<file path="config.mk">
export PLATFORM = sky130hd
export DESIGN_NAME = m4mti_lane
export DESIGN_NICKNAME = d
export VERILOG_FILES = /design/src/m4mti_pkg.sv /design/src/m4mti_lane.sv
export SDC_FILE = /design/constraint.sdc
export NUM_CORES = 2
export LEC_CHECK = 0
export ABC_CLOCK_PERIOD_IN_PS = 11000
export BUFFER_PORTS_ARGS = -buffer_cell sky130_fd_sc_hd__buf_2
export CORE_UTILIZATION = 45
export DETAILED_ROUTE_END_ITERATION = 6
export PLACE_DENSITY_LB_ADDON = 0.1
export SETUP_SLACK_MARGIN = 0.5
export SYNTH_ARGS = -nofsm -noshare
export SYNTH_HDL_FRONTEND = slang
export SYNTH_SLANG_ARGS = --single-unit
</file>
<file path="constraint.sdc">
create_clock -name clock -period 11 [get_ports clock]
set_input_delay 2.2 -clock clock [delete_from_list [all_inputs] [get_ports clock]]
set_output_delay 2.2 -clock clock [all_outputs]
set_load 0.005 [all_outputs]
</file>
<file path="src/m4mti_pkg.sv">
`timescale 1ns / 1ps
`default_nettype none
// ----------------------------------------------------------------------------
// m4mti_pkg
// Shared widths, codes, lane command type and index helpers of the 4x4 unit.
// ----------------------------------------------------------------------------
package m4mti_pkg;

   localparam int VALUE_W   = 32;
   localparam int FRAC_BITS = 16;
   localparam int LANES     = 4;
   localparam int MUL_W     = VALUE_W + 1;
   localparam int PROD_W    = 2 * MUL_W;
   localparam int ACC_W     = 136;
   localparam int RND_W     = 2 * VALUE_W + 4;
   localparam int D2_W      = 2 * VALUE_W + 1;
   localparam int ADJ_W     = 3 * VALUE_W + 1;
   localparam int NUM_W     = ADJ_W + 2 * FRAC_BITS;
   localparam int DEN_W     = 130;
   localparam int DIV_STEPS = VALUE_W + 1;
   localparam int DIV_W     = DEN_W + DIV_STEPS + 1;
   localparam int QMAG_W    = DIV_STEPS + 1;
   localparam int CNT_W     = $clog2(DIV_STEPS);

   localparam logic [2:0] MODE_LOAD_CUR = 3'd0;
   localparam logic [2:0] MODE_LOAD_OPD = 3'd1;
   localparam logic [2:0] MODE_MUL      = 3'd2;
   localparam logic [2:0] MODE_VEC4     = 3'd3;
   localparam logic [2:0] MODE_POINT    = 3'd4;
   localparam logic [2:0] MODE_INV      = 3'd5;

   typedef struct packed {
      logic                    vld;
      logic                    clr;
      logic                    sub;
      logic [1:0]              shift;
      logic signed [MUL_W-1:0] a;
      logic signed [MUL_W-1:0] b;
   } lane_op_type;

   // column pairs of the 2x2 minors: 01 02 03 12 13 23
   function automatic logic [1:0] pair_lo(input logic [2:0] p);
      logic [1:0] r;
      unique case (p)
         3'd0, 3'd1, 3'd2: r = 2'd0;
         3'd3, 3'd4:       r = 2'd1;
         default:          r = 2'd2;
      endcase
      return r;
   endfunction

   function automatic logic [1:0] pair_hi(input logic [2:0] p);
      logic [1:0] r;
      unique case (p)
         3'd0:       r = 2'd1;
         3'd1, 3'd3: r = 2'd2;
         default:    r = 2'd3;
      endcase
      return r;
   endfunction

   // n-th column that is left when column j is dropped
   function automatic logic [1:0] col_skip(input logic [1:0] j, input logic [1:0] n);
      return (n >= j) ? n + 2'd1 : n;
   endfunction

   // pair index of the two columns other than j and k
   function automatic logic [2:0] cof_pair(input logic [1:0] j, input logic [1:0] k);
      logic [3:0] mask;
      logic [2:0] r;
      mask = ~((4'd1 << j) | (4'd1 << k));
      unique case (mask)
         4'b0011: r = 3'd0;
         4'b0101: r = 3'd1;
         4'b1001: r = 3'd2;
         4'b0110: r = 3'd3;
         4'b1010: r = 3'd4;
         4'b1100: r = 3'd5;
         default: r = 3'd0;
      endcase
      return r;
   endfunction

endpackage
`default_nettype wire

</file>
<file path="src/m4mti_lane.sv">
`timescale 1ns / 1ps
`default_nettype none
// ----------------------------------------------------------------------------
// m4mti_lane
// One multiply-accumulate lane: registered 33x33 product, shifted wide add or subtract.
// ----------------------------------------------------------------------------
module m4mti_lane (
   input  wire                                 clock,
   input  wire                                 reset,
   input  m4mti_pkg::lane_op_type              op,
   output logic signed [m4mti_pkg::ACC_W-1:0]  acc
);
   import m4mti_pkg::*;

   logic                     vld_ff;
   logic                     clr_ff;
   logic                     sub_ff;
   logic [1:0]               shift_ff;
   logic signed [PROD_W-1:0] prod_ff;
   logic signed [PROD_W-1:0] prod_in;
   logic signed [ACC_W-1:0]  acc_ff;
   logic signed [ACC_W-1:0]  acc_in;
   logic signed [ACC_W-1:0]  addend;

   assign prod_in = PROD_W'(op.a) * PROD_W'(op.b);

   always_comb begin
      addend = ACC_W'(prod_ff) <<< {shift_ff, 5'd0};
      if (clr_ff) begin
         acc_in = sub_ff ? -addend : addend;
      end else begin
         acc_in = sub_ff ? acc_ff - addend : acc_ff + addend;
      end
   end

   always_ff @(posedge clock) begin
      if (reset) begin
         vld_ff <= 1'b0;
      end else begin
         vld_ff <= op.vld;
      end
   end

   always_ff @(posedge clock) begin
      prod_ff  <= prod_in;
      clr_ff   <= op.clr;
      sub_ff   <= op.sub;
      shift_ff <= op.shift;
      if (vld_ff) begin
         acc_ff <= acc_in;
      end
   end

   assign acc = acc_ff;

endmodule
`default_nettype wire

</file>
==> metrics.cfg <==
[outcome]
outcome=completed

[layout]
synthToLayoutAreaGrowth_pct=5.796
drive_gt1_share_pct=6.460
fillers=13490
fin_nets=8892
seqCellArea_mm2=0.005524
multi_input_area_mm2=0.05079

[timing]
skew_ns=0.03435
finalCritPeriodShare_pct=91.13
worst_pin_slew_ns=1.118
slew_headroom_pct=23.53
final-setup-viol-count=0
grt_setup_unrepaired=false
hold_viol_final=0
tns_ns=0
slew_violations=0
min_period_ns=10.02
fmax_ghz=0.09976

[detailed_routing]
routed_wl_um=214500
detail_route.vias_per_cell=5.588
postRouteAntennaNets=0
drtIter0Drc=4203
wl_per_cell_um=23.49
remaining_drc_errors=0
num_vias=51030
drtPass1Iterations=5

[critical_path]
end_kind=flip-flop
slowest_delay_ns=0.63
cp_max_fo=17
cp_top_family=adder cells
crit_top_cell=fa_1
r2r_end=acc[120]
ff2ff_setup_slack_ns=2.14
timing.rr.start=shift_ff[0]
cp-startpoint=op[9]
worstSetupPathType=primary input to flip-flop
cp_num_buf_inv=7
crit_path_top_delay_cell=fa_1
critical_path_depth=29
reg2reg_depth=23
worst_setup_path_start_kind=primary input
critPathArrivalTime_ns=10.50
crit_required_ns=11.48

[hold_path]
hp-class=flip-flop to flip-flop
hold_end=acc[89]
hp-start=vld_ff
whs_path_depth=0

[global_routing]
grt-ovfl-total=0
grt_pass1_wl_um=327900
track_usage_pct=30.64
antenna_found_initial=3
grt_start_max_net_pins=147
grt_pass1_vias=52010

[place]
hpwl_um=179700
gp_congestion=0.9646
io_buffers=208

[die]
fp.dieH_um=374.5
rows=136
start_util_pct=45.37
core_mm2=0.1377
fp.dieW_um=374.5
die-area_mm2=0.1403
ios=209

[logic_synthesis]
yosysSeqAreaShare_pct=8.815
synth.distinct_cells=106
syn_area_mm2=0.06245
ys.warnings.count=0
ys_top_cells_by_count=inv_1, fa_1, nand2_1
post-synth-top-area-cell=fa_1
async_flop_share_pct=0
synth.most_common_cell=inv_1
synth_edf_count=136
syn_inst=7368
synth_area_leaders=fa_1, inv_1, ha_1
synth_nets=8940
synth_area_per_cell_um2=8.476
synthFlopType=edfxtp_1
yosys_register_bits=207
synth_top_area_share_pct=36.74

[cts]
path_clk_slew_ns=0.07
clk_path_buf_depth=3
cts.sink_count=207
h-tree-depth=1
clk_latency_ns=0.61
cts_buffers=25
cts_tree=built
cts-root-buf=clkbuf_16

[run]
cap_viol_max_count=0

-- repair_timing --
action,in CTS,in global routing
resized for setup,0,2
endpoints found under the setup margin,0,1
buffers inserted,0,0
hold buffers,0,0
-- worst max path at each step --
stage / endpoint / slack, ns
6_report: prod_ff[64] / 0.98
5_1_grt: prod_ff[65] / 0.54
4_1_cts: prod_ff[65] / 0.91
3_5_place_dp: prod_ff[65] / 0.29
3_3_place_gp: prod_ff[65] / 0.34
2_1_floorplan: prod_ff[64] / 1.27
-- flip-flops by register name, indices dropped and copies added (netlist names) --
name      flops
vld_ff        1
prod_ff      66
clr_ff        1
acc         136
shift_ff      2
sub_ff        1
-- logic make-up after synthesis --
logic type	share of synthesized area (%)
muxes	1.190
xor gates and xnor gates	5.982
adders and majority gates	43.81
AOI/OAI and AO/OA	12.09
buffers and inverters	9.875
DFF	8.815
and+or+nand+nor	18.24
-- cell type report --
type / instances / area share, %
clock inverter: 13 / 0.1875
inverter: 1188 / 6.751
multi-input combinational: 5548 / 76.87
tap: 1794 / 3.397
antenna: 1 / 0.003787
timing repair buffer: 350 / 3.231
clock buffer: 32 / 1.195
sequential: 207 / 8.361
-- per-stage QoR --
stage	hold WS, ns	setup slack [ns]	cell area (um^2)	utilization (%)	cells
floorplan	0.7172	1.271	62450	-	7368
global placement	0.7368	0.3365	65150	47.33	9087
detailed placement	0.7347	0.2918	65150	47.33	9087
CTS	0.7410	0.9146	66070	47.99	9132
global route	0.7442	0.5377	66070	48.00	9133
finish	0.7141	0.9755	66070	48.00	9133
-- layout by cell type (no fill, tap or decap), types with 50 or more instances in the layout --
cell type  instances
a21o_1           114
nor2_1           407
o21ai_0          303
xor2_1           150
inv_1           1186
o21bai_1          66
mux2i_1           63
nand4_1           79
and2_1           590
nand2b_1          50
fa_1            1146
buf_4            140
a21oi_1          415
dfxtp_1           66
a31oi_1           54
nor3_1            98
ha_1             353
buf_2            207
edfxtp_1         136
nand2_1          877
nand3_1           58
xnor2_1          274
-- routing by layer --
layer	GRT usage [%]	share of wire [%]	up-vias
li1	-	-	23210
met1	44.22	46	25890
met2	48.34	45	1697
met3	3.261	6.2	233
met4	9.349	3.4	0
met5	0	0	-
Power is left out: the tool's default activity adds up to more than one toggle a clock period on the data nets, which glitch-free logic cannot reach.
