**config.mk**
```make
export PLATFORM = sky130hd
export DESIGN_NAME = m4mti_div
export DESIGN_NICKNAME = d
export VERILOG_FILES = /design/src/m4mti_pkg.sv /design/src/m4mti_div.sv
export SDC_FILE = /design/constraint.sdc
export NUM_CORES = 1
export LEC_CHECK = 0
export ABC_AREA = 0
export BUFFER_PORTS_ARGS = -buffer_cell sky130_fd_sc_hd__buf_2
export CAP_MARGIN = 10
export CORE_ASPECT_RATIO = 1.4
export CORE_MARGIN = 3
export CORE_UTILIZATION = 65
export DETAILED_ROUTE_END_ITERATION = 16
export PLACE_DENSITY = 0.85
export SETUP_SLACK_MARGIN = 0.5
export SYNTH_ARGS = -nofsm -noshare
export SYNTH_HDL_FRONTEND = slang
export SYNTH_SLANG_ARGS = --single-unit
export TNS_END_PERCENT = 1
```
**constraint.sdc**
```tcl
create_clock -name clock -period 9.25 [get_ports clock]
set_input_delay 1.85 -clock clock [delete_from_list [all_inputs] [get_ports clock]]
set_output_delay 1.85 -clock clock [all_outputs]
set_load 0.05 [all_outputs]
```
**src/m4mti_pkg.sv**
```systemverilog
`timescale 1ns / 1ps
`default_nettype none
// ----------------------------------------------------------------------------
// m4mti_pkg
// Shared widths, codes, lane command type and index helpers of the 4x4 unit.
// ----------------------------------------------------------------------------
package m4mti_pkg;

   localparam int VALUE_W   = 32;
   localparam int FRAC_BITS = 16;
   localparam int LANES     = 4;
   localparam int MUL_W     = VALUE_W + 1;
   localparam int PROD_W    = 2 * MUL_W;
   localparam int ACC_W     = 136;
   localparam int RND_W     = 2 * VALUE_W + 4;
   localparam int D2_W      = 2 * VALUE_W + 1;
   localparam int ADJ_W     = 3 * VALUE_W + 1;
   localparam int NUM_W     = ADJ_W + 2 * FRAC_BITS;
   localparam int DEN_W     = 130;
   localparam int DIV_STEPS = VALUE_W + 1;
   localparam int DIV_W     = DEN_W + DIV_STEPS + 1;
   localparam int QMAG_W    = DIV_STEPS + 1;
   localparam int CNT_W     = $clog2(DIV_STEPS);

   localparam logic [2:0] MODE_LOAD_CUR = 3'd0;
   localparam logic [2:0] MODE_LOAD_OPD = 3'd1;
   localparam logic [2:0] MODE_MUL      = 3'd2;
   localparam logic [2:0] MODE_VEC4     = 3'd3;
   localparam logic [2:0] MODE_POINT    = 3'd4;
   localparam logic [2:0] MODE_INV      = 3'd5;

   typedef struct packed {
      logic                    vld;
      logic                    clr;
      logic                    sub;
      logic [1:0]              shift;
      logic signed [MUL_W-1:0] a;
      logic signed [MUL_W-1:0] b;
   } lane_op_type;

   // column pairs of the 2x2 minors: 01 02 03 12 13 23
   function automatic logic [1:0] pair_lo(input logic [2:0] p);
      logic [1:0] r;
      unique case (p)
         3'd0, 3'd1, 3'd2: r = 2'd0;
         3'd3, 3'd4:       r = 2'd1;
         default:          r = 2'd2;
      endcase
      return r;
   endfunction

   function automatic logic [1:0] pair_hi(input logic [2:0] p);
      logic [1:0] r;
      unique case (p)
         3'd0:       r = 2'd1;
         3'd1, 3'd3: r = 2'd2;
         default:    r = 2'd3;
      endcase
      return r;
   endfunction

   // n-th column that is left when column j is dropped
   function automatic logic [1:0] col_skip(input logic [1:0] j, input logic [1:0] n);
      return (n >= j) ? n + 2'd1 : n;
   endfunction

   // pair index of the two columns other than j and k
   function automatic logic [2:0] cof_pair(input logic [1:0] j, input logic [1:0] k);
      logic [3:0] mask;
      logic [2:0] r;
      mask = ~((4'd1 << j) | (4'd1 << k));
      unique case (mask)
         4'b0011: r = 3'd0;
         4'b0101: r = 3'd1;
         4'b1001: r = 3'd2;
         4'b0110: r = 3'd3;
         4'b1010: r = 3'd4;
         4'b1100: r = 3'd5;
         default: r = 3'd0;
      endcase
      return r;
   endfunction

endpackage
`default_nettype wire

```
**src/m4mti_div.sv**
```systemverilog
`timescale 1ns / 1ps
`default_nettype none
// ----------------------------------------------------------------------------
// m4mti_div
// Restoring divider, one quotient bit a cycle, rounded to nearest.
// ----------------------------------------------------------------------------
module m4mti_div (
   input  wire                               clock,
   input  wire                               reset,
   input  wire                               start,
   input  wire  [m4mti_pkg::NUM_W-1:0]       num,
   input  wire  [m4mti_pkg::DEN_W-1:0]       den,
   output logic                              done,
   output logic [m4mti_pkg::QMAG_W-1:0]      mag,
   output logic                              ovf
);
   import m4mti_pkg::*;

   logic                 run_ff;
   logic                 fin_ff;
   logic                 done_ff;
   logic                 last_step;
   logic                 ge;
   logic [CNT_W-1:0]     cnt_ff;
   logic [DIV_W-1:0]     rem_ff;
   logic [DIV_W-1:0]     dsh_ff;
   logic [DEN_W-1:0]     den_ff;
   logic [DIV_STEPS-1:0] q_ff;
   logic [QMAG_W-1:0]    mag_ff;
   logic                 ovf_ff;
   logic                 rnd;

   assign last_step = (cnt_ff == CNT_W'(DIV_STEPS - 1));
   assign ge        = (rem_ff >= dsh_ff);
   assign rnd       = ({rem_ff, 1'b0} >= (DIV_W + 1)'(den_ff));

   always_ff @(posedge clock) begin
      if (reset) begin
         run_ff  <= 1'b0;
         fin_ff  <= 1'b0;
         done_ff <= 1'b0;
      end else begin
         done_ff <= fin_ff;
         fin_ff  <= run_ff && last_step;
         if (start) begin
            run_ff <= 1'b1;
         end else if (run_ff && last_step) begin
            run_ff <= 1'b0;
         end
      end
   end

   always_ff @(posedge clock) begin
      if (start) begin
         rem_ff <= DIV_W'(num);
         dsh_ff <= DIV_W'(den) << (DIV_STEPS - 1);
         den_ff <= den;
         q_ff   <= '0;
         cnt_ff <= '0;
      end else if (run_ff) begin
         // a quotient that needs more bits than we produce saturates anyway
         if (cnt_ff == '0) begin
            ovf_ff <= (rem_ff >= (DIV_W'(den_ff) << DIV_STEPS));
         end
         if (ge) begin
            rem_ff <= rem_ff - dsh_ff;
         end
         q_ff   <= {q_ff[DIV_STEPS-2:0], ge};
         dsh_ff <= dsh_ff >> 1;
         cnt_ff <= cnt_ff + CNT_W'(1);
      end
      if (fin_ff) begin
         mag_ff <= QMAG_W'(q_ff) + QMAG_W'(rnd);
      end
   end

   assign done = done_ff;
   assign mag  = mag_ff;
   assign ovf  = ovf_ff;

endmodule
`default_nettype wire
```
==> impl_summary.md <==
Status
The flow ran to the end, and the final reports show no timing, DRC or antenna violations.

Timing
In the final timing run, aggregate negative setup slack is 0 ns. The setup-violating endpoint count in the final report is 0. The highest clock rate is 0.167 GHz. Clock skew on the completed layout was measured at 0.0557 ns.

The final-report max-slew violation count was 0. The count of endpoints failing hold in the final timing report was 0. After layout, the minimum clock period comes to 6.00 ns. In this run the tightest slew margin relative to its limit is 9.64%. The final period utilization is 64.9%. Setup repair after global routing left no endpoint under its margin. For the pin with the worst max-slew slack, the measured transition is 1.33 ns.

Synth
The post-synthesis average cell area is 9.16 µm². The synthesized design contains 533 register bits. Yosys mapped a number of flops with a built-in enable equal to 424. The most instantiated flip-flop cell in the synthesis netlist is sky130_fd_sc_hd__edfxtp_1.

In this run, distinct cell masters in the synthesized netlist total 97. For this run, the number of Yosys warnings is 0. After synthesis, the share of flip-flops with an asynchronous set or reset is 0%.

Of the synthesized area, sequential elements account for 38.7%. The cell area after synthesis is 38500 µm². The number of nets in the synthesized netlist is 4895. The synthesized instance count is 4207.

Layout
In the layout the commonest cells are sky130_fd_sc_hd__ha_1, sky130_fd_sc_hd__edfxtp_1, sky130_fd_sc_hd__nand2_1, sky130_fd_sc_hd__a21oi_1, sky130_fd_sc_hd__inv_1. The post-route netlist has 10.4% of its cells at a drive strength greater than 1. The net count of the finished layout is 5090. The count of cells in the finished layout, fillers not included, comes to 5198. The storage element area is 14900 µm².

The post-layout utilization of the core is 71.9%. The most frequent standard cell in the layout excluding fill and tap cells is sky130_fd_sc_hd__ha_1. The count of filler cells inserted in the layout is 4205.

Relative to the synthesized area, the layout overhead comes to 9.34%. In the final layout, the multi-input gates occupy 21600 µm².

Die
The number of top-level pins is 298. The area of the core is 58600 µm². The number of cell rows is 105.

The starting density of the core is 65.7%. The die covers 62300 µm². Measured along the x axis, the die boundary spans 212 µm. The height of the chip is 294 µm.

Clocking
The clock latency on the worst-skew pair is 0.66 ns. The post-cts gate resize count is 0. The TritonCTS sink count is 533. The maximum level of the CTS H-tree is 2. The total CTS buffers is 52. The post-CTS setup-driven buffer insertion count is 0. The clock input transition at the sequential cells of the worst setup and hold paths is 0.07 ns. The cell chosen for the clock root is sky130_fd_sc_hd__clkbuf_16.

The TritonCTS clock tree is built. The longest clock path from root to sink contains 3 buffers. After clock tree synthesis, the flow added hold-fix buffers numbering 0.

Job
The max-cap check violation count is 0.

Drt
The detail route stage leaves a number of antenna-violating nets equal to 0. Detailed routing placed a total of 67100 µm of wire on met2. The starting DRC count in detailed routing is 4681. The detailed router put a total of 50200 µm of wire on met1. The remaining design rule violation count is 0. The total via count in the routed design is 36.4k.

The topmost layer with routed signal wires is met5. In the detailed route, the total length drawn on met3 is 14000 µm. The average wire length per cell after detail routing is 28.5 µm. The detailed-routing iteration count for the pre-antenna-repair pass is 8. Summed over all layers, the routed wires come to 148000 µm. The post-detailed-route via-to-cell ratio is 6.99.

Setup path
The critical path contains buffers and inverters numbering 0 combined. The flop-to-flop setup slack is 3.25 ns. The startpoint of the lowest-slack register-to-register path is rem_ff[67]$_DFFE_PP_. STA classifies the critical path startpoint as a register. The critical path runs through a total of 17 cells. The endpoint identified for the worst register-to-register timing path is mag[31]$_DFFE_PP_. For this run, the slowest stage of the critical path takes 0.62 ns. At the worst endpoint, the required time is 9.65 ns.

The signal on the critical path passes through ha_1, nand4_1, nor2_1, nand2_1, or3_1, nor4_1, o21ai_0, o22ai_1, a211oi_1, o211ai_1, a311o_1, ha_1, nand4_1, nor3_1, and3_1, nand3_1, xnor2_1. The cell with the biggest individual delay on the critical path is sky130_fd_sc_hd__nor2_1. The highest net fanout along the worst path is 5. The endpoint of the most critical setup path is mag[31]$_DFFE_PP_.

The worst reg-to-reg path cell count is 17. The kind of cell with the highest combined delay on the critical path is simple AND/OR/NAND/NOR gates. The type of destination of the critical path is a register. In this run the worst setup path begins at rem_ff[67]$_DFFE_PP_. STA puts the critical path data arrival time at 6.40 ns.

The category of the critical setup timing path is register to register.

Power and ir drop
The analysis attributes to net switching a power of 0.00419 W. Internal power comes to 0.00559 W. VDD sags by at most 0.196 mV.

The combinational share of power is 44.1%. The clock share of power is 22.6%. Power spread over the standard cell area amounts to 232 nW/µm². The part of the total power dissipated in sequential elements is 33.3%. The switching part of the total power is 42.9%. The leakage power summed over all cells is 18.0 nW.

Placement
The total of buffers placed on input and output ports is 297. The wire-length estimate of the detail-placed layout is 117000 µm. At the end of routability-driven placement, the weighted congestion stood at 1.10.

Including well taps, the total number of placed cells is 5097.

Global routing
For this run the aggregate overflow at the end of global routing stands at 0. The pin count of the biggest net entering global routing is 199. The initial antenna violation count is 6. The global-route wire length before repair is 216000 µm.

The overall global routing resource usage is 46.5%. The via count of the first global-routing pass is 36.0k.

Worst hold path
The worst hold path belongs to the class register to register.
final cells by class:
type | instances | share of cell area, %
clock buffer | 61 | 3.22
timing repair buffer | 319 | 3.97
multi-input combinational | 3152 | 51.2
clock inverter | 35 | 0.850
sequential | 533 | 35.4
inverter | 344 | 3.07
tap | 749 | 2.22
antenna | 5 | 0.0297
power groups by stage:
stage	combinational (W)	clock [W]	sequential [W]
4_1_cts	0.00414	0.00219	0.00323
3_5_place_dp	0.00410	0	0.00328
6_report	0.00431	0.00221	0.00326
3_3_place_gp	0.00403	0	0.00327
5_1_grt	0.00460	0.00229	0.00326
2_1_floorplan	0.00279	0	0.00314
routing by layer:
metal | track usage [%] | vias to the layer above
li1 | - | 15900
met1 | 51.6 | 17200
met2 | 75.1 | 2546
met3 | 9.15 | 758
met4 | 42.2 | 2
met5 | 0 | -
kinds of logic after synthesis:
logic type                 count (synthesis)  synth area share [%]
adders and majority gates                426                  13.9
DFF                                      533                  38.7
xor gates and xnor gates                 182                  4.14
and+or+nand+nor                         1201                  15.0
buffers and inverters                    522                  5.31
muxes                                     74                  1.94
AOI/OAI and AO/OA                       1269                  21.0
flip-flops by register name, indices dropped and copies added (netlist names):
register	cells
cnt_ff	6
den_ff	130
done	1
dsh_ff	162
fin_ff	1
mag	34
ovf	1
q_ff	33
rem_ff	164
run_ff	1
through the flow:
step                      power (W)  instance area (µm²)  hold WS, ns  worst slack, ns
after floorplan             0.00593                38500        0.459             3.25
after global placement      0.00730                40400        0.483             3.84
after detailed placement    0.00738                40400        0.493             3.71
after CTS                   0.00957                42100        0.504             3.58
after global routing         0.0102                42100        0.526             3.17
final                       0.00978                42100        0.507             3.25
worst min-delay path by stage:
| stage | startpoint | to | slack, ns | cells past startpoint |
|---|---|---|---|---|
| finish | rem_ff[142]$_SDFFE_PP0P_ | rem_ff[142]$_SDFFE_PP0P_ | 0.51 | 2 |
| global route | rem_ff[143]$_SDFFE_PP0P_ | rem_ff[143]$_SDFFE_PP0P_ | 0.53 | 2 |
| CTS | rem_ff[142]$_SDFFE_PP0P_ | rem_ff[142]$_SDFFE_PP0P_ | 0.50 | 2 |
| detailed placement | rem_ff[142]$_SDFFE_PP0P_ | rem_ff[142]$_SDFFE_PP0P_ | 0.49 | 2 |
| global placement | rem_ff[145]$_SDFFE_PP0P_ | rem_ff[145]$_SDFFE_PP0P_ | 0.48 | 2 |
| floorplan | rem_ff[145]$_SDFFE_PP0P_ | rem_ff[145]$_SDFFE_PP0P_ | 0.46 | 2 |
worst register-to-register path, delay by kind of cell (launching register included):
family | cells | cell delay (ns)
fa+ha+maj | 2 | 0.66
flops | 1 | 0.50
xor+xnor | 1 | 0.15
simple gates | 9 | 3.28
compound gates | 5 | 1.15
cell usage after synthesis (51+ instances only):
| cell type | number | share of area [%] |
|---|---|---|
| sky130_fd_sc_hd__nand4_1 | 167 | 2.7 |
| sky130_fd_sc_hd__a21o_1 | 141 | 2.7 |
| sky130_fd_sc_hd__o21ai_0 | 321 | 4.2 |
| sky130_fd_sc_hd__mux2i_1 | 68 | 1.8 |
| sky130_fd_sc_hd__dfxtp_1 | 109 | 5.7 |
| sky130_fd_sc_hd__a22o_1 | 130 | 3.0 |
| sky130_fd_sc_hd__edfxtp_1 | 424 | 33 |
| sky130_fd_sc_hd__xor2_1 | 81 | 1.8 |
| sky130_fd_sc_hd__xnor2_1 | 101 | 2.3 |
| sky130_fd_sc_hd__a21oi_1 | 364 | 4.7 |
| sky130_fd_sc_hd__clkbuf_1 | 127 | 1.2 |
| sky130_fd_sc_hd__inv_1 | 344 | 3.4 |
| sky130_fd_sc_hd__nor2_1 | 290 | 2.8 |
| sky130_fd_sc_hd__ha_1 | 425 | 14 |
| sky130_fd_sc_hd__o21bai_1 | 51 | 0.99 |
| sky130_fd_sc_hd__nand2_1 | 410 | 4.0 |
| sky130_fd_sc_hd__nand3_1 | 62 | 0.81 |
No activity file was read; power rests on OpenSTA's default activity.
